`config.mk`:
```
export PLATFORM = sky130hd
export DESIGN_NAME = fwpid_queue
export DESIGN_NICKNAME = d
export VERILOG_FILES = /design/src/hw/rtl/fwpid_pkg.sv /design/src/hw/rtl/fwpid_queue.sv
export SDC_FILE = /design/constraint.sdc
export NUM_CORES = 1
export LEC_CHECK = 0
export BUFFER_PORTS_ARGS = -buffer_cell sky130_fd_sc_hd__buf_4
export CAP_MARGIN = 10
export CORE_AREA = 4 4 208 210
export DETAILED_ROUTE_END_ITERATION = 8
export DIE_AREA = 0 0 212 214
export PLACE_DENSITY = 0.73
export SYNTH_ARGS = -nofsm -noshare
export SYNTH_HDL_FRONTEND = slang
export SYNTH_SLANG_ARGS = --single-unit
export TNS_END_PERCENT = 100
```
`constraint.sdc`:
```
create_clock -name clk -period 4.7 [get_ports clk]
set_clock_uncertainty 0.1 [all_clocks]
set_input_delay 0.235 -clock clk [delete_from_list [all_inputs] [get_ports clk]]
set_output_delay 0.235 -clock clk [all_outputs]
set_load 0.01 [all_outputs]
```
`src/hw/rtl/fwpid_pkg.sv`:
```
package fwpid_pkg;

	localparam int SPEED_WIDTH = 16;
	localparam int WHEELS      = 4;
	localparam int GAIN_W      = 16;
	localparam int PERIOD_W    = 10;
	localparam int LIMIT_W     = 15;
	localparam int DRIVE_W     = 16;
	localparam int INTEG_W     = 16;
	localparam int ERR_W       = SPEED_WIDTH + 1;
	localparam int DIFF_W      = SPEED_WIDTH + 2;
	localparam int PROD_W      = GAIN_W + 1 + ERR_W;
	localparam int DPROD_W     = GAIN_W + 1 + DIFF_W;
	localparam int ACC_W       = DPROD_W + 2;
	localparam int ISUM_W      = PROD_W + 1;

	localparam int Q_DEPTH     = 4;
	localparam int Q_AW        = $clog2(Q_DEPTH);
	localparam int Q_CW        = $clog2(Q_DEPTH + 1);
	localparam int OUT_DEPTH   = 4;
	localparam int OUT_AW      = $clog2(OUT_DEPTH);
	localparam int OUT_CW      = $clog2(OUT_DEPTH + 1);

	localparam int CFG_IDX_W   = 3;
	localparam int CFG_DATA_W  = 16;

	typedef enum logic [CFG_IDX_W-1:0] {
		REG_GAIN_PROP      = 3'd0,
		REG_GAIN_INT       = 3'd1,
		REG_GAIN_DERIV     = 3'd2,
		REG_UPDATE_PERIOD  = 3'd3,
		REG_DRIVE_LIMIT    = 3'd4,
		REG_INTEGRAL_LIMIT = 3'd5
	} cfg_idx_t;

	localparam logic [GAIN_W-1:0]   GAIN_PROP_RST      = 16'd1818;
	localparam logic [GAIN_W-1:0]   GAIN_INT_RST       = 16'd26;
	localparam logic [GAIN_W-1:0]   GAIN_DERIV_RST     = 16'd0;
	localparam logic [PERIOD_W-1:0] UPDATE_PERIOD_RST  = 10'd20;
	localparam logic [LIMIT_W-1:0]  DRIVE_LIMIT_RST    = 15'd25600;
	localparam logic [LIMIT_W-1:0]  INTEGRAL_LIMIT_RST = 15'd15360;

	typedef struct packed {
		logic [GAIN_W-1:0]   gain_prop;
		logic [GAIN_W-1:0]   gain_int;
		logic [GAIN_W-1:0]   gain_deriv;
		logic [PERIOD_W-1:0] update_period;
		logic [LIMIT_W-1:0]  drive_limit;
		logic [LIMIT_W-1:0]  integral_limit;
	} cfg_t;

	typedef struct packed {
		logic signed [SPEED_WIDTH-1:0] target_a;
		logic signed [SPEED_WIDTH-1:0] target_b;
		logic signed [SPEED_WIDTH-1:0] target_c;
		logic signed [SPEED_WIDTH-1:0] target_d;
		logic signed [SPEED_WIDTH-1:0] measured_a;
		logic signed [SPEED_WIDTH-1:0] measured_b;
		logic signed [SPEED_WIDTH-1:0] measured_c;
		logic signed [SPEED_WIDTH-1:0] measured_d;
	} in_t;

	typedef struct packed {
		logic signed [DRIVE_W-1:0] drive_a;
		logic signed [DRIVE_W-1:0] drive_b;
		logic signed [DRIVE_W-1:0] drive_c;
		logic signed [DRIVE_W-1:0] drive_d;
	} out_t;

	typedef struct packed {
		logic [WHEELS-1:0][ERR_W-1:0]  err;
		logic [WHEELS-1:0][DIFF_W-1:0] diff;
	} work_t;

	typedef struct packed {
		logic full;
		logic empty;
	} q_stat_t;

endpackage

```
`src/hw/rtl/fwpid_queue.sv`:
```
module fwpid_queue (
	input  logic               clk,
	input  logic               arst_n,
	input  logic               push,
	input  fwpid_pkg::work_t   wr_data,
	input  logic               pop,
	output fwpid_pkg::work_t   rd_data,
	output fwpid_pkg::q_stat_t stat
);

	fwpid_pkg::work_t             mem [fwpid_pkg::Q_DEPTH];
	logic [fwpid_pkg::Q_AW-1:0]   wr_ptr_q;
	logic [fwpid_pkg::Q_AW-1:0]   rd_ptr_q;
	logic [fwpid_pkg::Q_CW-1:0]   cnt_q;
	logic                         do_push;
	logic                         do_pop;

	assign stat.full  = cnt_q == fwpid_pkg::Q_CW'(fwpid_pkg::Q_DEPTH);
	assign stat.empty = cnt_q == '0;
	assign do_push    = push && !stat.full;
	assign do_pop     = pop && !stat.empty;
	assign rd_data    = mem[rd_ptr_q];

	always_ff @(posedge clk) begin
		if (do_push) begin
			mem[wr_ptr_q] <= wr_data;
		end
	end

	always_ff @(posedge clk or negedge arst_n) begin
		if (!arst_n) begin
			wr_ptr_q <= '0;
			rd_ptr_q <= '0;
			cnt_q    <= '0;
		end else begin
			if (do_push) begin
				wr_ptr_q <= wr_ptr_q + fwpid_pkg::Q_AW'(1);
			end
			if (do_pop) begin
				rd_ptr_q <= rd_ptr_q + fwpid_pkg::Q_AW'(1);
			end
			if (do_push && !do_pop) begin
				cnt_q <= cnt_q + fwpid_pkg::Q_CW'(1);
			end else if (do_pop && !do_push) begin
				cnt_q <= cnt_q - fwpid_pkg::Q_CW'(1);
			end
		end
	end

endmodule

```
==> flow_metrics.env <==
export IMPL_fp_dieW_um=212
export IMPL_final_nets=1390
export IMPL_port_buffers=285
export IMPL_rows=75
export IMPL_clk_path_buf_depth=3
export IMPL_slew_violations=0
export IMPL_comb_power_share_pct=30.2
export IMPL_ioPinCount=286
export IMPL_final_util_pct=64.3
export IMPL_cp_required_ns=4.37
export IMPL_fmax_ghz=0.314
export IMPL_avgSynthCellArea_um2=26.8
export IMPL_die_area_um2=45400
export IMPL_final_min_clock_period_ns=3.19
export IMPL_worst_r2r_setup_slack_ns=2.04
export IMPL_gp_congestion=0.714
export IMPL_hold_viol=0
export IMPL_worstSetupPathType="reg -> out"
export IMPL_drc=0
export IMPL_grt_pass1_vias=10900
export IMPL_intPower_uw=11900
export IMPL_syn_nets=918
export IMPL_synth_simple_area_share_pct=0.279
export IMPL_drt_initial_drc_count=810
export IMPL_antenna_found_initial=0
export IMPL_rsz0062_at_grt="no"
export IMPL_ff_latch_area_um2=17000
export IMPL_tightestPinTransition_ns=0.911
export IMPL_drtPass1Iterations=5
export IMPL_clkSinkCount=567
export IMPL_synthMuxAreaShare_pct=15.4
export IMPL_grt_max_degree=141
export IMPL_multiInputGateArea_um2=3380
export IMPL_ant_nets=0
export IMPL_synth_compound_area_share_pct=0
export IMPL_fin_tns_setup_ns=0
export IMPL_initial_utilization_pct=49.6
export IMPL_syn2layout_area_growth_pct=29.7
export IMPL_drive_gt1_share_pct=41.4
export IMPL_synthAdderAreaFrac_pct=0.401
export IMPL_synth_top_family_by_area="multiplexers"
export IMPL_htreeDepth=2
export IMPL_path_clk_slew_ns=0.06
export IMPL_setup_worst_path_start_class="register"
export IMPL_fillCellCount=2651
export IMPL_critPathMaxFanout=43
export IMPL_critPathCaptureType="output pin"
export IMPL_outcome="complete, no violations"
export IMPL_cts_resized=0
export IMPL_power_leakage_uw=0.00922
export IMPL_yosys_area_share_xor_xnor_pct=0.255
export IMPL_dpl_hpwl_um=23100
export IMPL_via_count=9809
export IMPL_hp_class="in -> reg"
export IMPL_clkLatencyLatePin_ns=0.59
export IMPL_wl_per_cell_um=23.2
export IMPL_power_density_nw_per_um2=622
export IMPL_track_usage_pct=18.8
export IMPL_total_power_uw=16600
export IMPL_max_cap_violations=0
export IMPL_cts_buffers=56
export IMPL_cts_root_buf="clkbuf_16"
export IMPL_ys_seq_area_share_pct=82.5
export IMPL_ys_types=20
export IMPL_synth_area_um2=20600
export IMPL_crit_arrival_ns=2.85
export IMPL_overflow=0
export IMPL_swShare_pct=28.1
export IMPL_irDropWorstVdd_mv=0.528
export IMPL_coreArea_um2=41600
export IMPL_synth_warnings=0
export IMPL_vias_per_cell=5.37
export IMPL_final_period_utilization_pct=67.8
export IMPL_setup_viol=0
export IMPL_synth_ff_latch_count=567
export IMPL_clock_power_share_pct=27.0
export IMPL_slew_headroom_pct=39.3
export IMPL_p_seq_share_pct=42.9
export IMPL_synthCells=768
export IMPL_switching_power_uw=4670
export IMPL_die_h_um=214
export IMPL_routed_wl_um=42300
export IMPL_cts_tree="yes"
export IMPL_grt_pass1_wl_um=65300
placed cells by master, fill, tap and decap left out, drive strengths merged:
master	count
diode	1
clkinv	23
clkinvlp	2
mux2	2
fa	1
inv	4
clkbuf	72
and2	4
ha	5
or3	1
dlygate4sd3	143
nor3b	1
xnor2	4
buf	304
mux4	140
xor2	2
nor2	1
dfrtp	7
edfxtp	560
bufinv	7
nor2b	1
nand3	1
nand2	1
stage by stage:
stage	hold WS (ns)	instances	setup slack [ns]	cell area, um^2
final	0.0574	1826	1.51	26700
after detailed placement	-0.0438	1578	2.07	23400
after global placement	-0.0457	1578	2.09	23400
after global routing	0.0568	1825	1.30	26700
after CTS	0.00956	1825	1.41	26700
after floorplan	-0.161	768	0.0414	20600
critical path: stages, from the launching register on:
cell and delay, ns:
dfrtp_4 1.02, buf_4 0.43, mux4_2 0.60, buf_4 0.17
routing by layer:
layer  part of all wire (%)  GRT usage, %  up-vias
li1                       -             -     4279
met1                     41          25.5     5143
met2                     51          31.1      332
met3                    6.8          4.95       55
met4                    1.8          4.39        0
met5                      0             0        -
Yosys cell counts:
library cell  count  area share [%]
edfxtp_1        560              82
mux4_2          140              15
buf_2            18            0.44
buf_6            10            0.55
dfrtp_1           7            0.85
ha_1              5            0.30
and2_1            4            0.12
clkbuf_1          4           0.073
inv_1             4           0.073
xnor2_1           4            0.17
mux2_2            2            0.11
xor2_1            2           0.085
buf_4             1           0.036
fa_1              1           0.097
nand2_1           1           0.018
nand3_1           1           0.024
nor2_1            1           0.018
nor2b_1           1           0.030
nor3b_1           1           0.036
or3_1             1           0.030
timing repair:
| action | 4_1_cts | 5_1_grt |
|---|---|---|
| hold endpoints to repair | 569 | 0 |
| hold buffers | 143 | 0 |
| buffers inserted | 0 | 0 |
cell type report:
type,instances,area share [%]
flip-flops and latches,567,63.6
diodes,1,0.00936
clock inverters,32,1.26
repair buffers,447,14.2
multi-input cells,164,12.6
inverters,4,0.0562
clock buffers,72,5.74
well taps,539,2.52
power by group through the flow:
stage	Sequential, uW	Clock (uW)	Combinational [uW]
2_1_floorplan	7060	0	2970
3_3_place_gp	7170	0	4960
3_5_place_dp	7240	0	4970
4_1_cts	7140	4570	5100
5_1_grt	7230	4800	5340
6_report	7120	4480	5010
state kept, by name, summed over array words and instances (netlist names):
| register | cells |
|---|---|
| wr_ptr_q | 2 |
| mem | 560 |
| cnt_q | 3 |
| rd_ptr_q | 2 |
logic make-up (layout without fill, tap and decap cells):
kind of cell | after synthesis | in the layout
other | 0 | 1
multiplexers | 142 | 142
flip-flops | 567 | 567
AND/OR/NAND/NOR | 10 | 10
buffers and inverters | 37 | 555
XOR/XNOR | 6 | 6
adder cells (fa/ha/maj) | 6 | 6
worst paths after layout:
| check | from | to | depth (start not counted) |
|---|---|---|---|
| setup reg to reg | cnt_q[2]$_DFFE_PN0P_ | mem[2][61]$_DFFE_PP_ | 4 |
| hold / removal | push | wr_ptr_q[0]$_DFFE_PN0P_ | 3 |
| hold reg to reg | cnt_q[2]$_DFFE_PN0P_ | cnt_q[2]$_DFFE_PN0P_ | 1 |
| setup / recovery | rd_ptr_q[0]$_DFFE_PN0P_ | rd_data[63] | 3 |
| max in group asynchronous | arst_n | rd_ptr_q[0]$_DFFE_PN0P_ | 3 |
| min in group asynchronous | arst_n | cnt_q[2]$_DFFE_PN0P_ | 3 |
Note: power is estimated with default switching activity, not from simulation.
