--- src/hw/rtl/fwpid_pkg.sv ---
package fwpid_pkg;

	localparam int SPEED_WIDTH = 16;
	localparam int WHEELS      = 4;
	localparam int GAIN_W      = 16;
	localparam int PERIOD_W    = 10;
	localparam int LIMIT_W     = 15;
	localparam int DRIVE_W     = 16;
	localparam int INTEG_W     = 16;
	localparam int ERR_W       = SPEED_WIDTH + 1;
	localparam int DIFF_W      = SPEED_WIDTH + 2;
	localparam int PROD_W      = GAIN_W + 1 + ERR_W;
	localparam int DPROD_W     = GAIN_W + 1 + DIFF_W;
	localparam int ACC_W       = DPROD_W + 2;
	localparam int ISUM_W      = PROD_W + 1;

	localparam int Q_DEPTH     = 4;
	localparam int Q_AW        = $clog2(Q_DEPTH);
	localparam int Q_CW        = $clog2(Q_DEPTH + 1);
	localparam int OUT_DEPTH   = 4;
	localparam int OUT_AW      = $clog2(OUT_DEPTH);
	localparam int OUT_CW      = $clog2(OUT_DEPTH + 1);

	localparam int CFG_IDX_W   = 3;
	localparam int CFG_DATA_W  = 16;

	typedef enum logic [CFG_IDX_W-1:0] {
		REG_GAIN_PROP      = 3'd0,
		REG_GAIN_INT       = 3'd1,
		REG_GAIN_DERIV     = 3'd2,
		REG_UPDATE_PERIOD  = 3'd3,
		REG_DRIVE_LIMIT    = 3'd4,
		REG_INTEGRAL_LIMIT = 3'd5
	} cfg_idx_t;

	localparam logic [GAIN_W-1:0]   GAIN_PROP_RST      = 16'd1818;
	localparam logic [GAIN_W-1:0]   GAIN_INT_RST       = 16'd26;
	localparam logic [GAIN_W-1:0]   GAIN_DERIV_RST     = 16'd0;
	localparam logic [PERIOD_W-1:0] UPDATE_PERIOD_RST  = 10'd20;
	localparam logic [LIMIT_W-1:0]  DRIVE_LIMIT_RST    = 15'd25600;
	localparam logic [LIMIT_W-1:0]  INTEGRAL_LIMIT_RST = 15'd15360;

	typedef struct packed {
		logic [GAIN_W-1:0]   gain_prop;
		logic [GAIN_W-1:0]   gain_int;
		logic [GAIN_W-1:0]   gain_deriv;
		logic [PERIOD_W-1:0] update_period;
		logic [LIMIT_W-1:0]  drive_limit;
		logic [LIMIT_W-1:0]  integral_limit;
	} cfg_t;

	typedef struct packed {
		logic signed [SPEED_WIDTH-1:0] target_a;
		logic signed [SPEED_WIDTH-1:0] target_b;
		logic signed [SPEED_WIDTH-1:0] target_c;
		logic signed [SPEED_WIDTH-1:0] target_d;
		logic signed [SPEED_WIDTH-1:0] measured_a;
		logic signed [SPEED_WIDTH-1:0] measured_b;
		logic signed [SPEED_WIDTH-1:0] measured_c;
		logic signed [SPEED_WIDTH-1:0] measured_d;
	} in_t;

	typedef struct packed {
		logic signed [DRIVE_W-1:0] drive_a;
		logic signed [DRIVE_W-1:0] drive_b;
		logic signed [DRIVE_W-1:0] drive_c;
		logic signed [DRIVE_W-1:0] drive_d;
	} out_t;

	typedef struct packed {
		logic [WHEELS-1:0][ERR_W-1:0]  err;
		logic [WHEELS-1:0][DIFF_W-1:0] diff;
	} work_t;

	typedef struct packed {
		logic full;
		logic empty;
	} q_stat_t;

endpackage

--- src/hw/rtl/fwpid_front.sv ---
module fwpid_front (
	input  logic                            clk,
	input  logic                            arst_n,
	input  logic                            accept,
	input  fwpid_pkg::in_t                  tick,
	input  logic [fwpid_pkg::PERIOD_W-1:0]  update_period,
	output logic                            q_push,
	output fwpid_pkg::work_t                q_data
);

	logic [fwpid_pkg::PERIOD_W-1:0]          tick_count_q;
	logic [fwpid_pkg::PERIOD_W-1:0]          next_count;
	logic                                    upd;
	logic [fwpid_pkg::ERR_W-1:0]             last_err_q [fwpid_pkg::WHEELS];
	logic [fwpid_pkg::ERR_W-1:0]             err        [fwpid_pkg::WHEELS];
	logic [fwpid_pkg::SPEED_WIDTH-1:0]       tgt        [fwpid_pkg::WHEELS];
	logic [fwpid_pkg::SPEED_WIDTH-1:0]       mea        [fwpid_pkg::WHEELS];

	assign tgt[0] = tick.target_a;
	assign tgt[1] = tick.target_b;
	assign tgt[2] = tick.target_c;
	assign tgt[3] = tick.target_d;
	assign mea[0] = tick.measured_a;
	assign mea[1] = tick.measured_b;
	assign mea[2] = tick.measured_c;
	assign mea[3] = tick.measured_d;

	assign next_count = tick_count_q + fwpid_pkg::PERIOD_W'(1);
	assign upd        = next_count >= update_period;
	assign q_push     = accept && upd;

	always_comb begin
		for (int w = 0; w < fwpid_pkg::WHEELS; w++) begin
			err[w] = {tgt[w][fwpid_pkg::SPEED_WIDTH-1], tgt[w]}
			       - {mea[w][fwpid_pkg::SPEED_WIDTH-1], mea[w]};
			q_data.err[w]  = err[w];
			q_data.diff[w] = {err[w][fwpid_pkg::ERR_W-1], err[w]}
			               - {last_err_q[w][fwpid_pkg::ERR_W-1], last_err_q[w]};
		end
	end

	always_ff @(posedge clk or negedge arst_n) begin
		if (!arst_n) begin
			tick_count_q <= '0;
			for (int w = 0; w < fwpid_pkg::WHEELS; w++) begin
				last_err_q[w] <= '0;
			end
		end else if (accept) begin
			tick_count_q <= upd ? '0 : next_count;
			if (upd) begin
				for (int w = 0; w < fwpid_pkg::WHEELS; w++) begin
					last_err_q[w] <= err[w];
				end
			end
		end
	end

endmodule

--- config.mk ---
export PLATFORM = sky130hd
export DESIGN_NAME = fwpid_front
export DESIGN_NICKNAME = d
export VERILOG_FILES = /design/src/hw/rtl/fwpid_pkg.sv /design/src/hw/rtl/fwpid_front.sv
export SDC_FILE = /design/constraint.sdc
export NUM_CORES = 1
export LEC_CHECK = 0
export ABC_AREA = 1
export BUFFER_PORTS_ARGS = -buffer_cell sky130_fd_sc_hd__buf_2
export CAP_MARGIN = 20
export CORE_MARGIN = 2
export CORE_UTILIZATION = 51
export CTS_CLUSTER_DIAMETER = 100
export DETAILED_ROUTE_END_ITERATION = 10
export PLACE_DENSITY = 0.8
export SETUP_SLACK_MARGIN = 0.02
export SLEW_MARGIN = 10
export SYNTH_ARGS = -nofsm -noshare
export SYNTH_HDL_FRONTEND = slang
export SYNTH_SLANG_ARGS = --single-unit
--- constraint.sdc ---
create_clock -name clk -period 3 [get_ports clk]
set_input_delay 0.3 -clock clk [delete_from_list [all_inputs] [get_ports clk]]
set_output_delay 0.3 -clock clk [all_outputs]
set_load 0.05 [all_outputs]
==> flow_summary.toml, run 1 <==
[cts]
clk_path_buf_depth = 2
cts_root_buffer = "clkbuf_16"
cts_sinks = 78
numCtsBuffers = 9
cts_htree_levels = 3

[status]
status = "stopped before the end"
failed_stage = "5_1_grt"
error = "[ERROR GRT-0232] Routing congestion too high. Check the congestion heatmap in the GUI."

[grt]
grt_max_degree = 46
grt.total_usage_pct = 107
grt.overflow.total = 3245

[place]
io_buffers = 281
gp_congestion = 0.938
post-dp-hpwl_um = 32700
place_ws_ns = -0.397

[timing]
worst_endpoint = "q_data[53]"
worstEpCategory = "output port"

[yosys]
synthesis.nets = 2297
yosysWarnings = 0
syn_inst = 2005
yosysSeqAreaShare_pct = 16.7
synth_cell_types = 37
syn_area_um2 = 11700
syn_avg_cell_area_um2 = 5.82
ys_ff_latch = 78

[floorplanning]
io-pin-count = 282
placementRows = 55
initial_core_util_pct = 51.7
die_h_um = 155
die_w_um = 155
## cells in the mapped netlist
library cell  instances  area (µm²)
buf_6                 4        45.0
xnor2_1              11        96.3
nor3_2                1        10.0
ha_1                143        1790
o21ai_2               7        61.3
nand2_2               3        18.8
a21o_1               10        75.1
a21oi_1              80         400
nand3_2               1        10.0
or2_2                 4        25.0
nor2_1              110         413
nor2_2                2        12.5
o21ai_1              30         150
nor3_1               16        80.1
fa_1                  8         160
nand4_1              16         100
nand2_1             767        2880
dfrtp_1              78        1950
o21bai_1              4        30.0
xor2_1               55         482
o211ai_1              4        30.0
nor4_1                1        6.26
or2_0                 3        18.8
inv_4                 1        6.26
a21boi_0              3        22.5
and3_1                1        6.26
and2_1               27         169
buf_2                 2        10.0
nand3b_1             18         135
buf_8                 1        15.0
buf_4                 7        52.6
o21ai_0              22         110
or2_1                 2        12.5
a31oi_1               3        18.8
o21a_1                5        37.5
nand3_1             117         586
inv_1               438        1640
## logic make-up after synthesis
group | count (synthesis) | synth area share, %
and+or+nand+nor | 1089 | 38.4
buffers and inverters | 453 | 15.2
AOI/OAI and AO/OA | 168 | 8.02
adders and majority gates | 151 | 16.7
DFF | 78 | 16.7
xor gates and xnor gates | 66 | 4.95
## layer usage
| layer | track usage [%] | GRT overflow |
|---|---|---|
| met1 | 88.9 | 35 |
| met2 | 156 | 2675 |
| met3 | 72.5 | 24 |
| met4 | 120 | 511 |
| met5 | 34.2 | 0 |
## timing repair
action / 4_1_cts
resized for setup: 374
pin swaps: 178
setup buffers: 29
setup endpoints to repair: 51
hold buffers: 1
endpoints found under the hold margin: 3
## stage by stage
step | utilization, % | instance area [µm²] | cells
after CTS | 88.1 | 19900 | 2906
after detailed placement | 79.2 | 17900 | 2860
after global placement | 79.2 | 17900 | 2860
after floorplan | - | 13900 | 2005
==> run 2, diff against run 1 <==
- CORE_UTILIZATION: 51 -> 40
- CTS_CLUSTER_DIAMETER: 100 -> unset
- PLACE_DENSITY: 0.8 -> unset
- PLACE_DENSITY_LB_ADDON: unset -> 0.15
- SETUP_SLACK_MARGIN: 0.02 -> unset
- clock period: 3 -> 3.9 ns (I/O delays scaled with it)
==> flow_summary.toml, run 2 <==
[detailed_routing]
drtAntennaViolNets = 0
wl_per_cell_um = 12.9
m1WireLength_um = 16000
vias = 12600
vias_per_cell = 4.68
dr_wl_met2_um = 15900
wl_um = 34600
drc_errors = 0
drtIter0Drc = 537
wl_met3_um = 1880
firstDrtPassIters = 5
top_layer = "met4"

[flow_run]
drv_cap = 0

[cts]
path_clk_slew_ns = 0.07
cts_htree_levels = 3
cts_setup_buffers = 0
clk_latency_ns = 0.35
cts_root_buffer = "clkbuf_16"
cts_resized = 0
numCtsBuffers = 9
cts_hold_buf = 0
clk_path_buf_depth = 2
cts_tree = "built"
cts_sinks = 78

[yosys]
yosysWarnings = 0
yosys_most_used_dff = "dfrtp_1"
synth_compound_area_share_pct = 8.02
synthMuxAreaShare_pct = 0
synth_top_cell_area_share_pct = 24.7
synth.area.top_cells = "nand2_1 25%, dfrtp_1 17%, ha_1 15%"
ys_ff_latch = 78
yosys.area.top_type = "nand2_1"
synth_common_cells = "767 x nand2_1, 438 x inv_1, 143 x ha_1"
synth_edf_count = 0
synth_cell_types = 37
async_flop_share_pct = 100
syn_area_um2 = 11700
synthSimpleGateAreaFrac_pct = 38.4
syn_inst = 2005
synth_xor_area_share_pct = 4.95
post-synth-top-count-cell = "nand2_1"
synthAdderAreaFrac_pct = 16.7
synth_top_family_by_area = "simple AND/OR/NAND/NOR gates"
synthesis.nets = 2297
yosysSeqAreaShare_pct = 16.7
syn_avg_cell_area_um2 = 5.82

[layout]
layout-drive-gt1-share_pct = 16.8
largest_reg_flops = 68
synthToLayoutAreaGrowth_pct = 22.2
instances_no_fill = 2693
utilization_pct = 49.7
top_regs = "last_err_q x68, tick_count_q x10"
final_common_cell = "nand2_1"
largest_register = "last_err_q"
design_area_um2 = 14300
nNetsFinal = 2596
final_cell_mix = "764 x nand2_1, 438 x inv_1, 269 x buf_2"
diodes = 0

[timing]
period_share_pct = 94.1
setup_viol = 0
drv_slew = 0
hold_viol = 0
rsz0062_at_grt = "false"
period_needed_ns = 3.67
fmax_ghz = 0.273
fin_skew_ns = 0.0141
fin_setup_tns_ns = 0
slew-limit-headroom_pct = 42.2
tightest_slew_ns = 0.866

[grt]
grt.overflow.total = 0
grt.total_usage_pct = 22.6
antenna_found_initial = 0
grt_pass1_vias = 12000
grt_max_degree = 62
grt_pass1_wl_um = 56500

[setup_path]
critPathKind = "in2out"
max_stage_delay_ns = 0.43
worst-path-buf-inv = 4
endpoint_kind = "primary output"
path_max_fanout = 6
crit_top_cell = "nand2_1"
critPathLaunchType = "primary input"
crit_chain = "buf_2 > ha_1 > fa_1 > inv_1 > nand2_1 > nand2_1 > nand3_1 > nand2_2 > nand2_1 > nand3_1 > nand2_1 > ha_2 > nand2_1 > nor2_1 > inv_1 > o21a_1 > nand2_1 > nand2_1 > nand2_1 > clkbuf_4"
path_delay_family = "simple AND/OR/NAND/NOR gates"
cp_slowest_cell = "fa_1"
required_ns = 3.51
cp.arrival_ns = 3.28

[place]
io_buffers = 281
gp_congestion = 0.944
place_inst = 2677
post-dp-hpwl_um = 29500
place_area_um2 = 13800

[floorplanning]
placementRows = 62
die_w_um = 175
die-area_um2 = 30600
die_h_um = 175
core_um2 = 28700
initial_core_util_pct = 40.7
io-pin-count = 282

[worst_hold_path]
hp-class = "in2async"

[status]
status = "finished clean"
## run 2: cell counts after synthesis
No cell type changed its count.
## run 2: worst reg2reg max path: cells and delay by family, from the launching register on
family | cells | cell delay [ns]
compound gates | 1 | 0.10
xor+xnor | 1 | 0.17
fa+ha+maj | 2 | 0.54
buf+inv | 2 | 0.67
flops | 1 | 0.55
simple gates | 9 | 1.03
## run 2: layer usage
layer  GRT usage (%)  vias to the layer above
met1            29.0                     5525
met4            7.15                        0
li1                -                     6717
met2            38.9                      315
met3            3.61                       53
met5               0                        -
## run 2: cell type report
type                       instances  area (µm²)
inverter                         439        1650
clock buffer                      10         239
multi-input combinational       1474        8250
sequential                        78        1950
tap                              384         480
clock inverter                     6        93.8
timing repair buffer             302        1590
fill                            3105       14400
## run 2: stage by stage
| stage | hold WS, ns | worst slack [ns] |
|---|---|---|
| finish | 0.133 | 0.232 |
| global route | 0.200 | 0.00829 |
| CTS | 0.165 | 0.0685 |
| detailed placement | 0.465 | 0.0737 |
| global placement | 0.462 | 0.133 |
| floorplan | 0.0944 | -0.00864 |
## run 2: worst paths after layout
check | endpoint | from | cells past startpoint | slack, ns
worst min register to register | last_err_q[26] | last_err_q[26] | 2 | 0.48
worst max-delay path | q_data[68] | tick[0] | 20 | 0.23
min in group clk | tick_count_q[3] | accept | 2 | 0.38
worst min-delay path | last_err_q[47] | arst_n | 1 | 0.13
worst max register to register | last_err_q[57] | tick_count_q[0] | 15 | 0.76
max in group asynchronous | last_err_q[54] | arst_n | 2 | 2.93
## run 2: cells by family (layout without fill, tap and decap cells)
logic type,count (synthesis),count (layout)
AND/OR/NAND/NOR,1089,1089
buffers and inverters,453,757
AO/OA/AOI/OAI,168,168
adder cells (fa/ha/maj),151,151
flip-flops,78,78
XOR/XNOR,66,66
Power of run 2 is not shown: default switching activity piles up to over one toggle a cycle in this logic, so the estimate is an artifact.
